File: src/rtl/core/tsp_pkg.sv
// tsp_pkg: shared widths, register indexes, sideband types and the step
// functions of the torus support point datapath. No dependencies.
package tsp_pkg;

   localparam int DirW          = 16;
   localparam int RadW          = 31;
   localparam int PointW        = 34;
   localparam int TubeW         = 32;
   localparam int SumW          = 32;
   localparam int RootW         = 16;
   localparam int RemW          = 18;
   localparam int RadialW       = 50;
   localparam int RadialMagW    = 48;
   localparam int HalfMagW      = 24;
   localparam int NumW          = 50;
   localparam int QuoW          = 36;
   localparam int StepsPerStage = 4;
   localparam int CsrIdxW       = 2;

   typedef enum logic [CsrIdxW-1:0] {
      CSR_MAJOR  = 2'd0,
      CSR_MINOR  = 2'd1,
      CSR_MARGIN = 2'd2
   } csr_index_type;

   typedef struct packed {
      logic [RemW-1:0]  rem;
      logic [RootW-1:0] root;
      logic [SumW-1:0]  rad;
   } sqrt_state_type;

   typedef struct packed {
      logic [RootW-1:0] rem;
      logic [QuoW-1:0]  low;
      logic [QuoW-1:0]  quo;
   } div_state_type;

   typedef struct packed {
      logic                    zero;
      logic                    xneg;
      logic                    zneg;
      logic [DirW-1:0]         ax;
      logic [DirW-1:0]         az;
      logic signed [DirW-1:0]  y;
      logic signed [TubeW-1:0] t;
   } sq_side_type;

   typedef struct packed {
      logic                     zero;
      logic                     xneg;
      logic                     zneg;
      logic                     rneg;
      logic signed [PointW-1:0] point_y;
   } div_side_type;

   // four digit-by-digit square root steps, two radicand bits each
   function automatic sqrt_state_type sqrt_step4(sqrt_state_type s_in);
      sqrt_state_type  s;
      logic [RemW-1:0] r;
      logic [RemW-1:0] trial;
      s = s_in;
      for (int i = 0; i < StepsPerStage; i++) begin
         r     = {s.rem[RemW-3:0], s.rad[SumW-1:SumW-2]};
         s.rad = {s.rad[SumW-3:0], 2'b00};
         trial = {s.root, 2'b01};
         if (r >= trial) begin
            r      = r - trial;
            s.root = {s.root[RootW-2:0], 1'b1};
         end else begin
            s.root = {s.root[RootW-2:0], 1'b0};
         end
         s.rem = r;
      end
      return s;
   endfunction

   // four restoring division steps, one quotient bit each
   function automatic div_state_type div_step4(div_state_type s_in,
                                               logic [RootW-1:0] den);
      div_state_type  s;
      logic [RootW:0] r;
      s = s_in;
      for (int i = 0; i < StepsPerStage; i++) begin
         r     = {s.rem, s.low[QuoW-1]};
         s.low = {s.low[QuoW-2:0], 1'b0};
         if (r >= {1'b0, den}) begin
            r     = r - {1'b0, den};
            s.quo = {s.quo[QuoW-2:0], 1'b1};
         end else begin
            s.quo = {s.quo[QuoW-2:0], 1'b0};
         end
         s.rem = r[RootW-1:0];
      end
      return s;
   endfunction

   // sign and magnitude to saturated two's complement
   function automatic logic signed [PointW-1:0] pack34(logic neg,
                                                       logic [RadialMagW-1:0] mag);
      logic [RadialMagW-1:0] lim;
      logic [RadialMagW-1:0] m;
      lim = neg ? (RadialMagW'(1) << (PointW-1)) : ((RadialMagW'(1) << (PointW-1)) - 1'b1);
      m   = (mag > lim) ? lim : mag;
      return neg ? $signed(-m[PointW-1:0]) : $signed(m[PointW-1:0]);
   endfunction

endpackage

File: src/rtl/core/tsp_div.sv
// tsp_div: pipelined restoring divider, four quotient bits per stage, with
// an overflow flag for quotients beyond the quotient width. Depends on tsp_pkg.
module tsp_div (
   input  logic                        clock,
   input  logic                        en,
   input  logic [tsp_pkg::NumW-1:0]    num,
   input  logic [tsp_pkg::RootW-1:0]   den,
   output logic [tsp_pkg::QuoW-1:0]    quo,
   output logic                        ovf
);
   import tsp_pkg::*;

   localparam int Stages = QuoW / StepsPerStage;

   div_state_type    st_ff  [Stages];
   div_state_type    st_in  [Stages];
   logic [RootW-1:0] den_ff [Stages];
   logic             ovf_ff [Stages];
   div_state_type    seed;
   logic             ovf_in;

   always_comb begin
      seed.rem = RootW'(num[NumW-1:QuoW]);
      seed.low = num[QuoW-1:0];
      seed.quo = '0;
      ovf_in   = RootW'(num[NumW-1:QuoW]) >= den;
   end

   for (genvar g = 0; g < Stages; g++) begin : g_stage
      if (g == 0) begin : g_first
         always_comb st_in[g] = div_step4(seed, den);
         always_ff @(posedge clock) begin
            if (en) begin
               den_ff[g] <= den;
               ovf_ff[g] <= ovf_in;
            end
         end
      end else begin : g_next
         always_comb st_in[g] = div_step4(st_ff[g-1], den_ff[g-1]);
         always_ff @(posedge clock) begin
            if (en) begin
               den_ff[g] <= den_ff[g-1];
               ovf_ff[g] <= ovf_ff[g-1];
            end
         end
      end
      always_ff @(posedge clock) begin
         if (en) begin
            st_ff[g] <= st_in[g];
         end
      end
   end

   assign quo = st_ff[Stages-1].quo;
   assign ovf = ovf_ff[Stages-1];

endmodule

File: config.mk
export PLATFORM = sky130hd
export DESIGN_NAME = tsp_div
export DESIGN_NICKNAME = d
export VERILOG_FILES = /design/src/rtl/core/tsp_pkg.sv /design/src/rtl/core/tsp_div.sv
export SDC_FILE = /design/constraint.sdc
export NUM_CORES = 2
export LEC_CHECK = 0
export ABC_AREA = 0
export ABC_CLOCK_PERIOD_IN_PS = 10550
export BUFFER_PORTS_ARGS = -buffer_cell sky130_fd_sc_hd__buf_4
export CORE_MARGIN = 1
export CORE_UTILIZATION = 40
export CTS_CLUSTER_SIZE = 28
export DETAILED_ROUTE_END_ITERATION = 10
export HOLD_SLACK_MARGIN = 0.05
export PLACE_DENSITY = 0.61
export SETUP_SLACK_MARGIN = 0.02
export SLEW_MARGIN = 25
export SYNTH_ARGS = -nofsm -noshare
export SYNTH_HDL_FRONTEND = slang
export SYNTH_SLANG_ARGS = --single-unit
export TNS_END_PERCENT = 10
File: constraint.sdc
create_clock -name clock -period 10.55 [get_ports clock]
set_clock_uncertainty 0.05 [all_clocks]
set_input_delay 0.5275 -clock clock [delete_from_list [all_inputs] [get_ports clock]]
set_output_delay 0.5275 -clock clock [all_outputs]
set_load 0.05 [all_outputs]
# After elaboration in Yosys (flattened, before gate mapping)
# Memories as Yosys holds them, arrays and structs flattened.
# Cells that the tools add are included.
dict set report totals {
  regBits 0
  out_inout_bits 37
  ram_bits 909
  memories 3
  input_bits 68
}
dict set report op_classes {
  mux 74
  n_lt_le_gt_ge 37
  addsub 36
}
# name depth word_bits rd rd_clocked_by_memory_dff wr line_no
set memory_table {}
lappend memory_table {st_ff 9 84 9 0 9 tsp_div.sv:15} ;# div_state_type st_ff [Stages];
lappend memory_table {den_ff 9 16 8 0 9 tsp_div.sv:17} ;# logic [RootW-1:0] den_ff [Stages];
lappend memory_table {ovf_ff 9 1 9 0 9 tsp_div.sv:18} ;# logic ovf_ff [Stages];
# operator count
set ops {}
lappend ops {{$ge A17 B16 Y1} 35}
lappend ops {{$mux W16} 36}
lappend ops {{$sub A16 B16 Y16} 35}
lappend ops {{$mux W1} 38}
lappend ops {{$ge A14 B16 Y1} 1}
lappend ops {{$ge A15 B16 Y1} 1}
lappend ops {{$sub A15 B16 Y16} 1}

# Depth between registers and ports, before layout
# An unclocked memory read counts as a cell.
dict set report logic_depth {
  ltp_word 9
  mapped_depth 52
  mapped_depth_nobuf 48
}

# Least setup slack after synthesis
# No wires, ideal clock.
dict set report synth_timing {
  kind {register -> register}
  from {mem den_ff[6][1], in the netlist den_ff[0][97]}
  to {mem st_ff[0][663] (netlist name) (data pin)}
  required_time_ps 10240
  arrival_time_ps 10725
  slack_ps -485
  path_stages_with_launch 51
  setup_ps 260
  path_cell_list {edfxtp_1 > inv_1 > ha_1 > nor2b_1 > o2111ai_1 > nand4_1 > o211a_1 > nor4_1 > buf_2 > clkbuf_1 > nor2_1 > a21oi_1 > inv_1 > ha_1 > nor2b_1 > o31a_1 > o211a_1 > nor3_1 > [15 not listed] > a2111oi_4 > buf_4 > buf_2 > nand2_1 > o21ai_0 > ha_1 > nor2b_1 > o21ai_0 > a21boi_0 > o21ai_0 > a21oi_1 > a211o_1 > a21oi_1 > o21ai_0 > a211oi_1 > o311ai_2 > buf_4 > mux2_2}
}
# item line_no
set synth_rtl {}
lappend synth_rtl {{from (decl)} tsp_div.sv:17}
lappend synth_rtl {{to (decl)} tsp_div.sv:15}

==> summary.md <==
| Metric | Value |
|---|---|
| Total I/O pin count | `105` |
| Dominant synthesized flop cell | `sky130_fd_sc_hd__edfxtp_1` |
| Final design utilization | `46.9%` |
| Antenna violation net count after detailed routing | `0` |
| Avg Vias per Cell | `5.46` |
| Yosys warning total | `0` |
| Cell at the root of the clock tree | `sky130_fd_sc_hd__clkbuf_16` |
| Library cell occupying the most area in the post-synthesis netlist | `sky130_fd_sc_hd__edfxtp_1` |
| Complex-gate fraction of the synthesized area | `17.5%` |
| Number of cell rows | `129` |
| Vias after detailed routing | `39400` |
| First-pass GRT wire length | `204000 um` |
| Worst-case headroom to the max-slew limit | `37.8%` |
| Hold violation total from the final report | `0` |
| Final critical path time including I/O delays and setup | `9910 ps` |
| Final std cells w/o fill | `7211` |
| Clock Latency Late Sink | `660 ps` |
| Number of register bits inferred by synthesis | `589` |
| Count of endpoints failing setup in the final report | `0` |
| Outcome | `complete, no violations` |
| Synthesized area per cell | `9.96 um2` |
| Initial Util | `40.5%` |
| Maximum single-stage delay on the critical path | `430 ps` |
| Worst setup slack for register-to-register paths | `640 ps` |
| Antenna cells | `0` |
| Cell repeated most along the worst path | `sky130_fd_sc_hd__a21oi_1` |
| Post-synthesis xor/xnor area fraction | `6.68%` |
| CTS H-tree depth | `3` |
| Core Footprint | `0.124 mm2` |
| Share of the cycle needed by the critical path after routing | `94.0%` |
| Congestion Overflow GR | `0` |
| Horizontal die dimension | `357 um` |
| Clock-pin slew reported for the worst setup and hold paths after clock tree synthesis | `60 ps` |
| Chip Height | `357 um` |
| Violation count after the first detailed-route iteration | `2755` |
| Startpoint type of the worst setup path | `flip-flop` |
| Synth top area cells | `sky130_fd_sc_hd__edfxtp_1, sky130_fd_sc_hd__ha_1, sky130_fd_sc_hd__mux2_2` |
| Buf+Inv Stages, Crit Path | `4` |
| Port bufs | `104` |
| Number of placed instances with taps included | `7023` |
| DRC errors left | `0` |
| Syn_nets | `5749` |
| CTS tree | `built` |
| First-pass iteration count of the detailed router | `8` |
| Final Slew Violations | `0` |
| Crit end category | `flip-flop` |
| Die footprint | `0.127 mm2` |
| Sequential-to-total area share from yosys stat | `35.1%` |
| Maximum number of pins on one net before global-route repair | `188` |
| Max Cap Violations | `0` |
| Share of the synthesized area in the top cell type | `35.1%` |
| Category of cells accounting for the largest share of critical-path delay | `compound AO/OA/AOI/OAI gates` |
| Largest family of logic cells by synthesized area | `compound AO/OA/AOI/OAI gates` |
| RSZ-0062 raised after global routing | `yes` |
| Post-synthesis adder-cell area fraction | `16.0%` |
| Buffer levels on the longest clock path | `3` |
| Number of nets in the finished design | `6209` |
| Arr. time, crit path | `10280 ps` |
| Top cells by count, synth | `sky130_fd_sc_hd__edfxtp_1, sky130_fd_sc_hd__ha_1, sky130_fd_sc_hd__a21oi_1` |
| Number of antenna violations at the first check in global routing | `2` |
| Overall routing resource usage | `19.9%` |
| Worst slew pin tran | `910 ps` |
| Detail-routed net length per standard cell | `17.9 um` |
| Number of buffers added by the clock tree synthesis step | `70` |
| Class of the most critical hold timing path | `in -> reg` |
| Required time worst endpoint | `10910 ps` |
| Unique masters post-synth | `100` |
| Simple logic cell fraction of the synthesized area | `12.2%` |
| CP max-delay cell | `sky130_fd_sc_hd__edfxtp_1` |
| Final routed wirelength across all metal layers | `129000 um` |
| Max frequency | `101 MHz` |
| Number of enable-type register cells in the synthesized netlist | `589` |
| Critical-path maximum fanout | `8` |
| Hpwl dp | `102000 um` |
| Multiplexer area fraction after synthesis | `8.50%` |
| FFs w/ async S/R, synth | `0%` |
| Layout cells sized above 1 | `18.0%` |
| Netlist area before placement | `0.0504 mm2` |
| Min setup slack post-route | `638 ps` |
| Gpl congestion | `0.879` |
| Post-Place Setup Slack | `-27.7 ps` |
| Syn-to-layout area delta | `15.8%` |
| Synthesized instance count | `5057` |
| CP Class | `reg -> reg` |
| Clock sink count | `589` |
| Vias in the first global route | `37900` |
-- timing repair --
| item | CTS | global route |
|---|---|---|
| gates resized for setup | 0 | 89 |
| gates cloned | 0 | 0 |
| endpoints found under the setup margin | 1 | 137 |
| hold endpoints to repair | 46 | 0 |
| pin swaps | 1 | 16 |
| setup buffers | 2 | 10 |
| hold buffers | 46 | 0 |
-- per-stage QoR --
step | hold WS [ps] | cell area, um2 | setup TNS [ps]
after floorplan | 350 | 50400 | -201
after global placement | 351 | 55200 | 0
after detailed placement | 355 | 55200 | -27.7
after CTS | 114 | 58000 | 0
after global routing | 133 | 58300 | -549
final | 156 | 58300 | 0
-- worst paths after layout --
check | from | end | cells after the start
setup / recovery | den_ff[0][34]$_DFFE_PP_ | st_ff[0][334]$_DFFE_PP_ | 43
hold / removal | den[1] | den_ff[0][1]$_DFFE_PP_ | 2
setup reg to reg | den_ff[0][34]$_DFFE_PP_ | st_ff[0][334]$_DFFE_PP_ | 43
hold reg to reg | st_ff[0][345]$_DFFE_PP_ | st_ff[0][433]$_DFFE_PP_ | 0
-- cell families (layout without fill, tap and decap cells) --
family                     after synthesis  after routing
AOI/OAI and AO/OA                     1350           1350
xor gates and xnor gates               384            384
adders and majority gates              624            624
buffers and inverters                  475            992
DFF                                    589            589
muxes                                  379            379
and+or+nand+nor                       1256           1256
-- metal layers --
| metal | routed length, um | vias to the layer above | share of wire (%) | global-route usage (%) |
|---|---|---|---|---|
| met5 | 0 | - | 0 | 0 |
| met2 | 60300 | 733 | 47 | 33.3 |
| met4 | 2880 | 0 | 2.2 | 5.07 |
| met3 | 4860 | 163 | 3.8 | 2.52 |
| met1 | 61100 | 18600 | 47 | 27.1 |
| li1 | - | 19900 | - | - |
-- area by class of cell --
| class | count | area [um2] |
|---|---|---|
| clock buffers | 86 | 1900 |
| clock inverters | 43 | 359 |
| fillers | 11600 | 66000 |
| inverters | 366 | 1370 |
| multi-input cells | 3993 | 30900 |
| flip-flops and latches | 589 | 17700 |
| well taps | 1637 | 2050 |
| repair buffers | 497 | 3990 |
-- layout by cell type, fill, tap and decap left out, drive strengths merged, types with 51 or more instances in the layout --
master / Yosys / routed
nor2b: 84 / 84
xnor2: 269 / 269
nand2: 314 / 314
clkbuf: 41 / 86
edfxtp: 589 / 589
nor2: 328 / 328
ha: 589 / 589
nand2b: 51 / 51
mux2i: 53 / 53
nand3: 78 / 78
nand4: 100 / 100
inv: 365 / 373
nor3: 110 / 110
o21bai: 52 / 52
mux2: 326 / 326
a21o: 158 / 158
a21oi: 383 / 383
buf: 68 / 451
o21a: 99 / 99
o21ai: 285 / 285
xor2: 115 / 115
-- state kept, by name (all words and copies together) (netlist names) --
signal,count
st_ff,452
ovf_ff,9
den_ff,128
Power is not shown: default switching activity piles up to over one toggle a cycle in this logic, so the estimate is an artifact.
