### config.mk
export PLATFORM = sky130hd
export DESIGN_NAME = tsp_isqrt
export DESIGN_NICKNAME = d
export VERILOG_FILES = /design/src/rtl/core/tsp_pkg.sv /design/src/rtl/core/tsp_isqrt.sv
export SDC_FILE = /design/constraint.sdc
export NUM_CORES = 1
export LEC_CHECK = 0
export ABC_AREA = 1
export BUFFER_PORTS_ARGS = -buffer_cell sky130_fd_sc_hd__buf_2
export CAP_MARGIN = 20
export CORE_ASPECT_RATIO = 1.1
export CORE_UTILIZATION = 35
export DETAILED_ROUTE_END_ITERATION = 16
export PLACE_DENSITY = 0.49
export SYNTH_ARGS = -nofsm -noshare
export SYNTH_HDL_FRONTEND = slang
export SYNTH_SLANG_ARGS = --single-unit
### constraint.sdc
create_clock -name clock -period 9.4 [get_ports clock]
set_input_delay 0.94 -clock clock [delete_from_list [all_inputs] [get_ports clock]]
set_output_delay 0.94 -clock clock [all_outputs]
set_load 0.005 [all_outputs]
### src/rtl/core/tsp_pkg.sv
// tsp_pkg: shared widths, register indexes, sideband types and the step
// functions of the torus support point datapath. No dependencies.
package tsp_pkg;

   localparam int DirW          = 16;
   localparam int RadW          = 31;
   localparam int PointW        = 34;
   localparam int TubeW         = 32;
   localparam int SumW          = 32;
   localparam int RootW         = 16;
   localparam int RemW          = 18;
   localparam int RadialW       = 50;
   localparam int RadialMagW    = 48;
   localparam int HalfMagW      = 24;
   localparam int NumW          = 50;
   localparam int QuoW          = 36;
   localparam int StepsPerStage = 4;
   localparam int CsrIdxW       = 2;

   typedef enum logic [CsrIdxW-1:0] {
      CSR_MAJOR  = 2'd0,
      CSR_MINOR  = 2'd1,
      CSR_MARGIN = 2'd2
   } csr_index_type;

   typedef struct packed {
      logic [RemW-1:0]  rem;
      logic [RootW-1:0] root;
      logic [SumW-1:0]  rad;
   } sqrt_state_type;

   typedef struct packed {
      logic [RootW-1:0] rem;
      logic [QuoW-1:0]  low;
      logic [QuoW-1:0]  quo;
   } div_state_type;

   typedef struct packed {
      logic                    zero;
      logic                    xneg;
      logic                    zneg;
      logic [DirW-1:0]         ax;
      logic [DirW-1:0]         az;
      logic signed [DirW-1:0]  y;
      logic signed [TubeW-1:0] t;
   } sq_side_type;

   typedef struct packed {
      logic                     zero;
      logic                     xneg;
      logic                     zneg;
      logic                     rneg;
      logic signed [PointW-1:0] point_y;
   } div_side_type;

   // four digit-by-digit square root steps, two radicand bits each
   function automatic sqrt_state_type sqrt_step4(sqrt_state_type s_in);
      sqrt_state_type  s;
      logic [RemW-1:0] r;
      logic [RemW-1:0] trial;
      s = s_in;
      for (int i = 0; i < StepsPerStage; i++) begin
         r     = {s.rem[RemW-3:0], s.rad[SumW-1:SumW-2]};
         s.rad = {s.rad[SumW-3:0], 2'b00};
         trial = {s.root, 2'b01};
         if (r >= trial) begin
            r      = r - trial;
            s.root = {s.root[RootW-2:0], 1'b1};
         end else begin
            s.root = {s.root[RootW-2:0], 1'b0};
         end
         s.rem = r;
      end
      return s;
   endfunction

   // four restoring division steps, one quotient bit each
   function automatic div_state_type div_step4(div_state_type s_in,
                                               logic [RootW-1:0] den);
      div_state_type  s;
      logic [RootW:0] r;
      s = s_in;
      for (int i = 0; i < StepsPerStage; i++) begin
         r     = {s.rem, s.low[QuoW-1]};
         s.low = {s.low[QuoW-2:0], 1'b0};
         if (r >= {1'b0, den}) begin
            r     = r - {1'b0, den};
            s.quo = {s.quo[QuoW-2:0], 1'b1};
         end else begin
            s.quo = {s.quo[QuoW-2:0], 1'b0};
         end
         s.rem = r[RootW-1:0];
      end
      return s;
   endfunction

   // sign and magnitude to saturated two's complement
   function automatic logic signed [PointW-1:0] pack34(logic neg,
                                                       logic [RadialMagW-1:0] mag);
      logic [RadialMagW-1:0] lim;
      logic [RadialMagW-1:0] m;
      lim = neg ? (RadialMagW'(1) << (PointW-1)) : ((RadialMagW'(1) << (PointW-1)) - 1'b1);
      m   = (mag > lim) ? lim : mag;
      return neg ? $signed(-m[PointW-1:0]) : $signed(m[PointW-1:0]);
   endfunction

endpackage

### src/rtl/core/tsp_isqrt.sv
// tsp_isqrt: pipelined integer square root, four root bits per stage.
// Depends on tsp_pkg.
module tsp_isqrt (
   input  logic                        clock,
   input  logic                        en,
   input  logic [tsp_pkg::SumW-1:0]    rad,
   output logic [tsp_pkg::RootW-1:0]   root
);
   import tsp_pkg::*;

   localparam int Stages = RootW / StepsPerStage;

   sqrt_state_type st_ff [Stages];
   sqrt_state_type st_in [Stages];
   sqrt_state_type seed;

   always_comb begin
      seed.rem  = '0;
      seed.root = '0;
      seed.rad  = rad;
   end

   for (genvar g = 0; g < Stages; g++) begin : g_stage
      if (g == 0) begin : g_first
         always_comb st_in[g] = sqrt_step4(seed);
      end else begin : g_next
         always_comb st_in[g] = sqrt_step4(st_ff[g-1]);
      end
      always_ff @(posedge clock) begin
         if (en) begin
            st_ff[g] <= st_in[g];
         end
      end
   end

   assign root = st_ff[Stages-1].root;

endmodule

## Yosys cells after proc, flatten, opt, wreduce, memory -nomap -nowiden

Memories as Yosys holds them, arrays and structs flattened.
Cells that the tools add are included.

- Register bits after elaboration: 0
- Input port bits: 34
- Memories kept: 1
- Memory bits (writable): 232
- Output and inout port bits: 16

- $add $sub $neg: 16
- Mux-type cells: 34
- Order comparisons: 16

Memories:

| memory | words | width | read ports | clocked after Yosys merged registers in | wr ports | line | text |
|---|---|---|---|---|---|---|---|
| st_ff | 4 | 58 | 4 | 0 | 4 | tsp_isqrt.sv:13 | `sqrt_state_type st_ff [Stages];` |

Operators with widths:

| operator | count |
|---|---|
| $ge A18 B18 Y1 | 12 |
| $mux W16 | 12 |
| $sub A16 B16 Y16 | 9 |
| $mux W18 | 4 |
| $sub A18 B18 Y18 | 3 |
| $ge A18 B3 Y1 | 1 |
| $ge A18 B4 Y1 | 1 |
| $ge A18 B5 Y1 | 1 |
| $mux W1 | 18 |
| $sub A18 B5 Y18 | 1 |
| $sub A16 B3 Y16 | 1 |
| $sub A16 B4 Y16 | 1 |
| $sub A2 B1 Y3 const B | 1 |
| $ge A2 B1 Y1 const B | 1 |

## Logic depth before layout (Yosys ltp)

Gate-level depths: netlist of the first run.
An unclocked memory read counts as a cell.

- Depth after elaboration: 9
- Depth in mapped cells: 54
- Depth with buffers taken out: 48

## Least setup slack after synthesis of the first run

Ideal clock, no wire load.

- Path type: reg2reg
- From: memory st_ff[1][27] (netlist name)
- To: memory st_ff[2][55] (netlist name) (data pin)
- Path slack: 2.402 ns
- Stages on the path, launching flop included: 47
- Data arrival time: 6.749 ns
- Library setup time: 0.249 ns
- Path through: edfxtp_1 -> inv_1 -> ha_1 -> a21oi_1 -> nand2_1 -> nand2_1 -> nand3_1 -> nor2_1 -> buf_4 -> clkbuf_1 -> o21ai_0 -> ha_1 -> a21oi_1 -> inv_1 -> a21oi_1 -> inv_1 -> nor2_1 -> nand2_1 -> [... 11 more ...] -> nor2_1 -> nand4_1 -> nand2_1 -> nor2_2 -> nand2_2 -> inv_1 -> clkbuf_1 -> o21ai_0 -> ha_1 -> a21o_1 -> a31oi_1 -> o21ai_0 -> nor3_1 -> nand2_1 -> nand2_1 -> nand2_1 -> nand2_1 -> inv_1

RTL lines:

| element | line |
|---|---|
| start: declaration | tsp_isqrt.sv:13 |

==> results.md, run 1 <==
- Routability-driven placement congestion ratio: 1.00
- Slowest CP cell: o21ai_0
- Drt first-iter violations: 828
- Total global-route track usage: 21.2%
- CTS tree: built
- Power Dens Cells: approximately 380 mW/mm^2
- Vias in the first global route: 14400
- CP peak stage delay: around 480 ps
- Worst Hold Class: register to register
- Max-cap violations: 0
- Most area-consuming cells after synthesis: edfxtp_1 26%, nand2_1 16%, ha_1 12%
- Largest net degree at the start of global routing: slightly below 80
- Tcrit/Tclk final: 90.3%
- Unrepaired setup endpoints after global routing: no
- Via count: 14700
- Most frequent cells in the layout: 657 x nand2_1, 313 x inv_1, 211 x nor2_1
- WP data arrival: 8710 ps
- VDD IR max: 0.206 mV
- Share of cells above drive strength 1: 8.15%
- Worst-Margin Slew: 1030 ps
- Commonest non-fill, non-tap cell in the layout: nand2_1
- Final std cells w/o fill: 2929
- Register with the most flip-flops: st_ff
- Post-DP HPWL: 38500 um
- Tot Pwr: 6480 uW
- # diodes: 0
- Initial antenna violation count: 0
- Post-Layout Inst Area: 0.0170 mm^2
- Post-synth EDFFs: around 140
- Buffers inserted by post-CTS timing repair: 0
- Tmin final: 8490 ps
- Post-DP Area: 0.0164 mm^2
- Max reg flops: around 140
- Total gr overflow: 0
- Worst-path maximum fanout: 22
- Final WL: around 47000 um
- Global-route wire length before repair: 74600 um
- Setup CP Type: register to register
- Clk_skew: 15.8 ps
- Register bit total from synthesis: 136
- Ports: 50
- Max Slew Vio Count: 0
- Pre-Repair DR Iteration Count: 5
- WL/cell: roughly 16 um
- Final Hold Fails: 0
- Yosys cell types: 55
- FMAX: 0.118 GHz
- Crit start category: register
- CTS root buf: clkbuf_16
- Biggest regs: st_ff (136)
- Rel. slew slack: 31.4%
- Mean number of vias per cell: between 5 and 6
- Mapped cell area: around 0.015 mm^2
- Setup TNS: 0 ps
- Num CTS Buffers: 17
- Post-synth ARST share: 0%
- Register area share after synthesis: about a quarter
- Fin util: 39.1%
- Ys Warns: 0
- Die width: roughly 200 um
- Crit path top cell by count: nand2_1
- CP endpoint kind: register
- CP required: 9620 ps
- Nets: 2528
- Reg clk slew, reported paths: ~70 ps
- Initial Util: 35.6%
- # setup viols final: 0
- Fill cell total of the finished layout: around 4700
- DP Cell Count: 2898
- Core area: between 0.04 and 0.05 mm^2
- Clk buf depth: 2
- Area Overhead vs Synth: 9.93%
- Main synth FF type: edfxtp_1
- Row cnt: 80
- Antenna viol nets, final: 0
- H-tree depth: 4
- I/O Buffers: 49
- Avg Cell Area, Syn: 6.76 um^2
- Clk sinks: 136
- Die footprint: approximately 0.045 mm^2
- Clock latency on the worst-skew pair: between 400 and 500 ps
- Outcome: finished clean
- Synth top area share: 26.4%
- Syn Inst Count: 2288
- DRC: 0
- Chip height: 222 um
- Cell taking the most area after synthesis: edfxtp_1
- LEAKAGE: between 0.008 and 0.009 uW
## what timing repair did
item | in CTS | in global routing
endpoints found under the setup margin | 0 | 1
hold buffers | 0 | 0
gates resized for setup | 0 | 2
## cell type report
class                           instances  area, um^2  area share [%]
Tap cell                              574         718            4.23
Clock buffer                           17         425            2.50
Multi-Input combinational cell       1798        9960            58.6
Sequential cell                       136        4080            24.0
Timing Repair Buffer                   67         387            2.28
Inverter                              323        1220            7.16
Clock inverter                         14         196            1.16
## worst max-delay path: cells and delay by family, from the launching register on
family                   cells  cell delay (ps)
AND/OR/NAND/NOR             22             2550
adder cells (fa/ha/maj)      4             1440
AO/OA/AOI/OAI                8             2070
buffers and inverters        6             1770
flip-flops                   1              390
## cell usage after synthesis (6+ instances only)
| cell | instances |
|---|---|
| inv_2 | 8 |
| nand3_1 | 185 |
| nand2_1 | 657 |
| xor2_1 | 54 |
| edfxtp_1 | 136 |
| a21oi_1 | 118 |
| buf_4 | 7 |
| nor3_1 | 23 |
| clkbuf_1 | 12 |
| xnor2_1 | 42 |
| a31oi_1 | 12 |
| nand4_1 | 51 |
| or2_2 | 12 |
| nor2_4 | 8 |
| nor2_2 | 12 |
| nand2_4 | 6 |
| nand2_2 | 24 |
| inv_1 | 314 |
| o21ai_0 | 143 |
| buf_2 | 7 |
| nand3_2 | 8 |
| o21a_1 | 8 |
| nor2_1 | 211 |
| nand3b_1 | 13 |
| a21o_1 | 8 |
| ha_1 | 151 |
## logic make-up after synthesis
logic type | after synthesis | share of synthesized area (%)
compound gates | 324 | 11.6
buf+inv | 355 | 9.13
flops | 136 | 26.4
fa+ha+maj | 151 | 12.2
other cells | 1 | 0.0243
simple gates | 1225 | 35.2
xor+xnor | 96 | 5.44
## through the flow
step                      hold slack, ps  worst slack (ps)
after floorplan                      400              2400
after global placement               401               746
after detailed placement             406               846
after CTS                            419               827
after global routing                 424              17.7
final                                418               908
## routing by layer
layer	wire, um	GRT usage, %	part of all wire (%)
met1	20500	25.0	44
met2	23500	38.9	50
met3	1110	2.57	2.4
met4	1480	7.88	3.2
met5	0	0	0
## path summary, 6_finish.rpt
check	start	to	slack, ps	cells after the start
worst max-delay path	st_ff[2][24]$_DFFE_PP_	st_ff[3][24]$_DFFE_PP_	910	40
worst min-delay path	st_ff[0][15]$_DFFE_PP_	st_ff[1][23]$_DFFE_PP_	420	0
worst max register to register	st_ff[2][24]$_DFFE_PP_	st_ff[3][24]$_DFFE_PP_	910	40
worst min register to register	st_ff[0][15]$_DFFE_PP_	st_ff[1][23]$_DFFE_PP_	420	0
## report_power, final
| part | switching, uW | internal, uW |
|---|---|---|
| Sequential | 85.1 | 850 |
| Combinational | 3130 | 1680 |
| Clock | 297 | 445 |
Note: power is estimated with default switching activity, not from simulation.
==> run 2, diff against run 1 <==
- PLACE_DENSITY: 0.49 -> not set
- PLACE_DENSITY_LB_ADDON: not set -> 0.2
==> run 2 against run 1 <==
Fmax grew 2.1%. Cell count is essentially flat. Register-to-register slack gained 170 ps. Die area is the same. Hold slack lost 3.8 ps. Critical endpoint unchanged. Largest power group unchanged.
==> results.md, run 2 (same netlist as run 1, synthesis figures left out) <==
- Worst Hold Class: register to register
- # diodes: 0 (unchanged)
- H-tree depth: 4 (unchanged)
- Total gr overflow: 0 (unchanged)
- Mean number of vias per cell: 5.03 (about the same)
- Largest net degree at the start of global routing: 89 (+14%)
- Setup slack, reg-to-reg: 1080 ps (+170 ps)
- Num CTS Buffers: 17 (unchanged)
- Most frequent cells in the layout: 657 x nand2_1, 313 x inv_1, 211 x nor2_1
- VDD IR max: 0.250 mV (+21%)
- Initial antenna violation count: 0 (unchanged)
- Register with the most flip-flops: st_ff
- Clk sinks: 136 (unchanged)
- Post-CTS sizing: 0 (unchanged)
- Final std cells w/o fill: 2927 (-0.068%)
- CTS root buf: clkbuf_16
- Tot Pwr: 6420 uW (-0.99%)
- CTS Hold Bufs: 0 (unchanged)
- Fin worst setup slack: 1080 ps (+171 ps)
- DRC: 0 (unchanged)
- Routability-driven placement congestion ratio: 0.972 (-2.9%)
- Max-cap violations: 0 (unchanged)
- Post-DP Area: 0.0163 mm^2 (-0.11%)
- Final Hold Fails: 0 (unchanged)
- FMAX: 0.120 GHz (+2.1%)
- Worst-Margin Slew: 931 ps (-98.5 ps)
- Max reg flops: 136 (unchanged)
- CP endpoint kind: register
- Initial Util: 35.6% (unchanged)
- Antenna viol nets, final: 0 (unchanged)
- Clk buf depth: 2 (unchanged)
- CTS tree: built
- I/O Buffers: 49 (unchanged)
- Area Overhead vs Synth: 9.69%
- Tcrit/Tclk final: 88.5% (-1.8 points)
- Tmin final: 8320 ps (-171 ps)
- Crit path top cell by count: nand2_1
- WP data arrival: 8530 ps (-180 ps)
- Post-DP HPWL: 37500 um (-2.8%)
- Vias in the first global route: 14200 (-1.4%)
- Share of cells above drive strength 1: 8.16% (about the same)
- Min-Delay Endpoint: st_ff[2][22]$_DFFE_PP_
- Ports: 50 (unchanged)
- LEAKAGE: 0.00835 uW (-0.37%)
- Buffers inserted by post-CTS timing repair: 0 (unchanged)
- Die footprint: 0.0450 mm^2 (unchanged)
- # setup viols final: 0 (unchanged)
- Place WS: 528 ps (-318 ps)
- WL/cell: 15.6 um (-2.0%)
- Crit start category: register
- Unrepaired setup endpoints after global routing: no
- WHS Path Cells: 0 (unchanged)
- Clk_skew: 19.4 ps (+3.59 ps)
- Final WL: 45700 um (-2.1%)
- Slowest CP cell: o21ai_0
- Rel. slew slack: 38.0% (+6.6 points)
- Core area: 0.0434 mm^2 (unchanged)
- Pre-Repair DR Iteration Count: 6 (+1)
- Setup CP Type: register to register
- Outcome: finished clean
- Worst r2r src: st_ff[2][24]$_DFFE_PP_
- Global-route wire length before repair: 73500 um (-1.4%)
- CP required: 9610 ps (about the same)
- Post-Layout Inst Area: 0.0170 mm^2 (-0.22%)
- Reg clk slew, reported paths: 70 ps (about the same)
- Commonest non-fill, non-tap cell in the layout: nand2_1
- Hold_sp: st_ff[1][14]$_DFFE_PP_
- Row cnt: 80 (unchanged)
- Power Dens Cells: 378 mW/mm^2 (-0.77%)
- Biggest regs: st_ff (136)
- Worst r2r dst: st_ff[3][24]$_DFFE_PP_
- Via count: 14700 (unchanged)
- Fill cell total of the finished layout: 4630 (-1.2%)
- Clock latency on the worst-skew pair: 460 ps (about the same)
- Max Slew Vio Count: 0 (unchanged)
- Drt first-iter violations: 1121 (+35%)
- Die width: 202 um (unchanged)
- Chip height: 222 um (unchanged)
- CP peak stage delay: 440 ps (-40 ps)
- Nets: 2525 (-0.12%)
- DP Cell Count: 2894 (-0.14%)
- Worst-path maximum fanout: 19 (-14%)
- Setup TNS: 0 ps (unchanged)
- Worst r2r path cells: 38 (-5.0%)
- Total global-route track usage: 20.6% (-0.56 points)
==> run 2: changes by cell type in the layout (fill, tap and decap cells not counted), moves of 2 or more <==
cell / previous run / this run
bufinv_16: 4 / 1
inv_8: 0 / 5
buf_4: 18 / 13
inv_6: 4 / 2
clkinvlp_4: 3 / 6
==> run 2: report_power, final <==
part | switching (uW) | internal, uW | total, uW
registers | 84.9 | 850 | 934
clock network | 321 | 376 | 697
logic | 3110 | 1670 | 4790
total | 3520 | 2900 | 6420
==> run 2: final cells by class <==
| class | instances | area (um^2) | area share, % |
|---|---|---|---|
| Clock inverter | 15 | 164 | 0.967 |
| Inverter | 323 | 1220 | 7.17 |
| Timing Repair Buffer | 63 | 369 | 2.18 |
| Clock buffer | 17 | 425 | 2.51 |
| Tap cell | 574 | 718 | 4.24 |
| Multi-Input combinational cell | 1798 | 9970 | 58.8 |
| Timing Repair inverter | 1 | 7.51 | 0.0443 |
| Sequential cell | 136 | 4080 | 24.1 |
==> run 2: worst max-delay path by stage <==
stage	startpoint	to	depth (start not counted)
after floorplan	st_ff[1][27]$_DFFE_PP_	st_ff[2][55]$_DFFE_PP_	46
after global placement	st_ff[2][24]$_DFFE_PP_	st_ff[3][24]$_DFFE_PP_	39
after detailed placement	st_ff[2][24]$_DFFE_PP_	st_ff[3][24]$_DFFE_PP_	39
after CTS	st_ff[2][24]$_DFFE_PP_	st_ff[3][24]$_DFFE_PP_	39
after global routing	st_ff[2][24]$_DFFE_PP_	st_ff[3][24]$_DFFE_PP_	40
final	st_ff[2][24]$_DFFE_PP_	st_ff[3][24]$_DFFE_PP_	38
==> run 2: per-layer routing <==
metal | vias up | global-route usage [%] | wire length [um] | part of all wire [%]
met2 | 355 | 37.2 | 22600 | 49
met4 | 0 | 6.82 | 1240 | 2.7
li1 | 7680 | - | - | -
met5 | - | 0 | 0 | 0
met1 | 6615 | 25.1 | 20000 | 44
met3 | 77 | 2.58 | 1830 | 4.0
==> run 2: metrics by stage <==
| step | util [%] | hold slack [ps] |
|---|---|---|
| 2_1_floorplan | - | 400 |
| 3_3_place_gp | 37.6 | 402 |
| 3_5_place_dp | 37.6 | 405 |
| 4_1_cts | 39.0 | 420 |
| 5_1_grt | 39.0 | 424 |
| 6_report | 39.0 | 415 |
==> run 2: critical path: cells and delay by family (launching register included) <==
kind                       cells  cell delay [ps]
AOI/OAI and AO/OA              8             2070
DFF                            1              390
and+or+nand+nor               21             2810
adders and majority gates      4             1430
buffers and inverters          5             1370
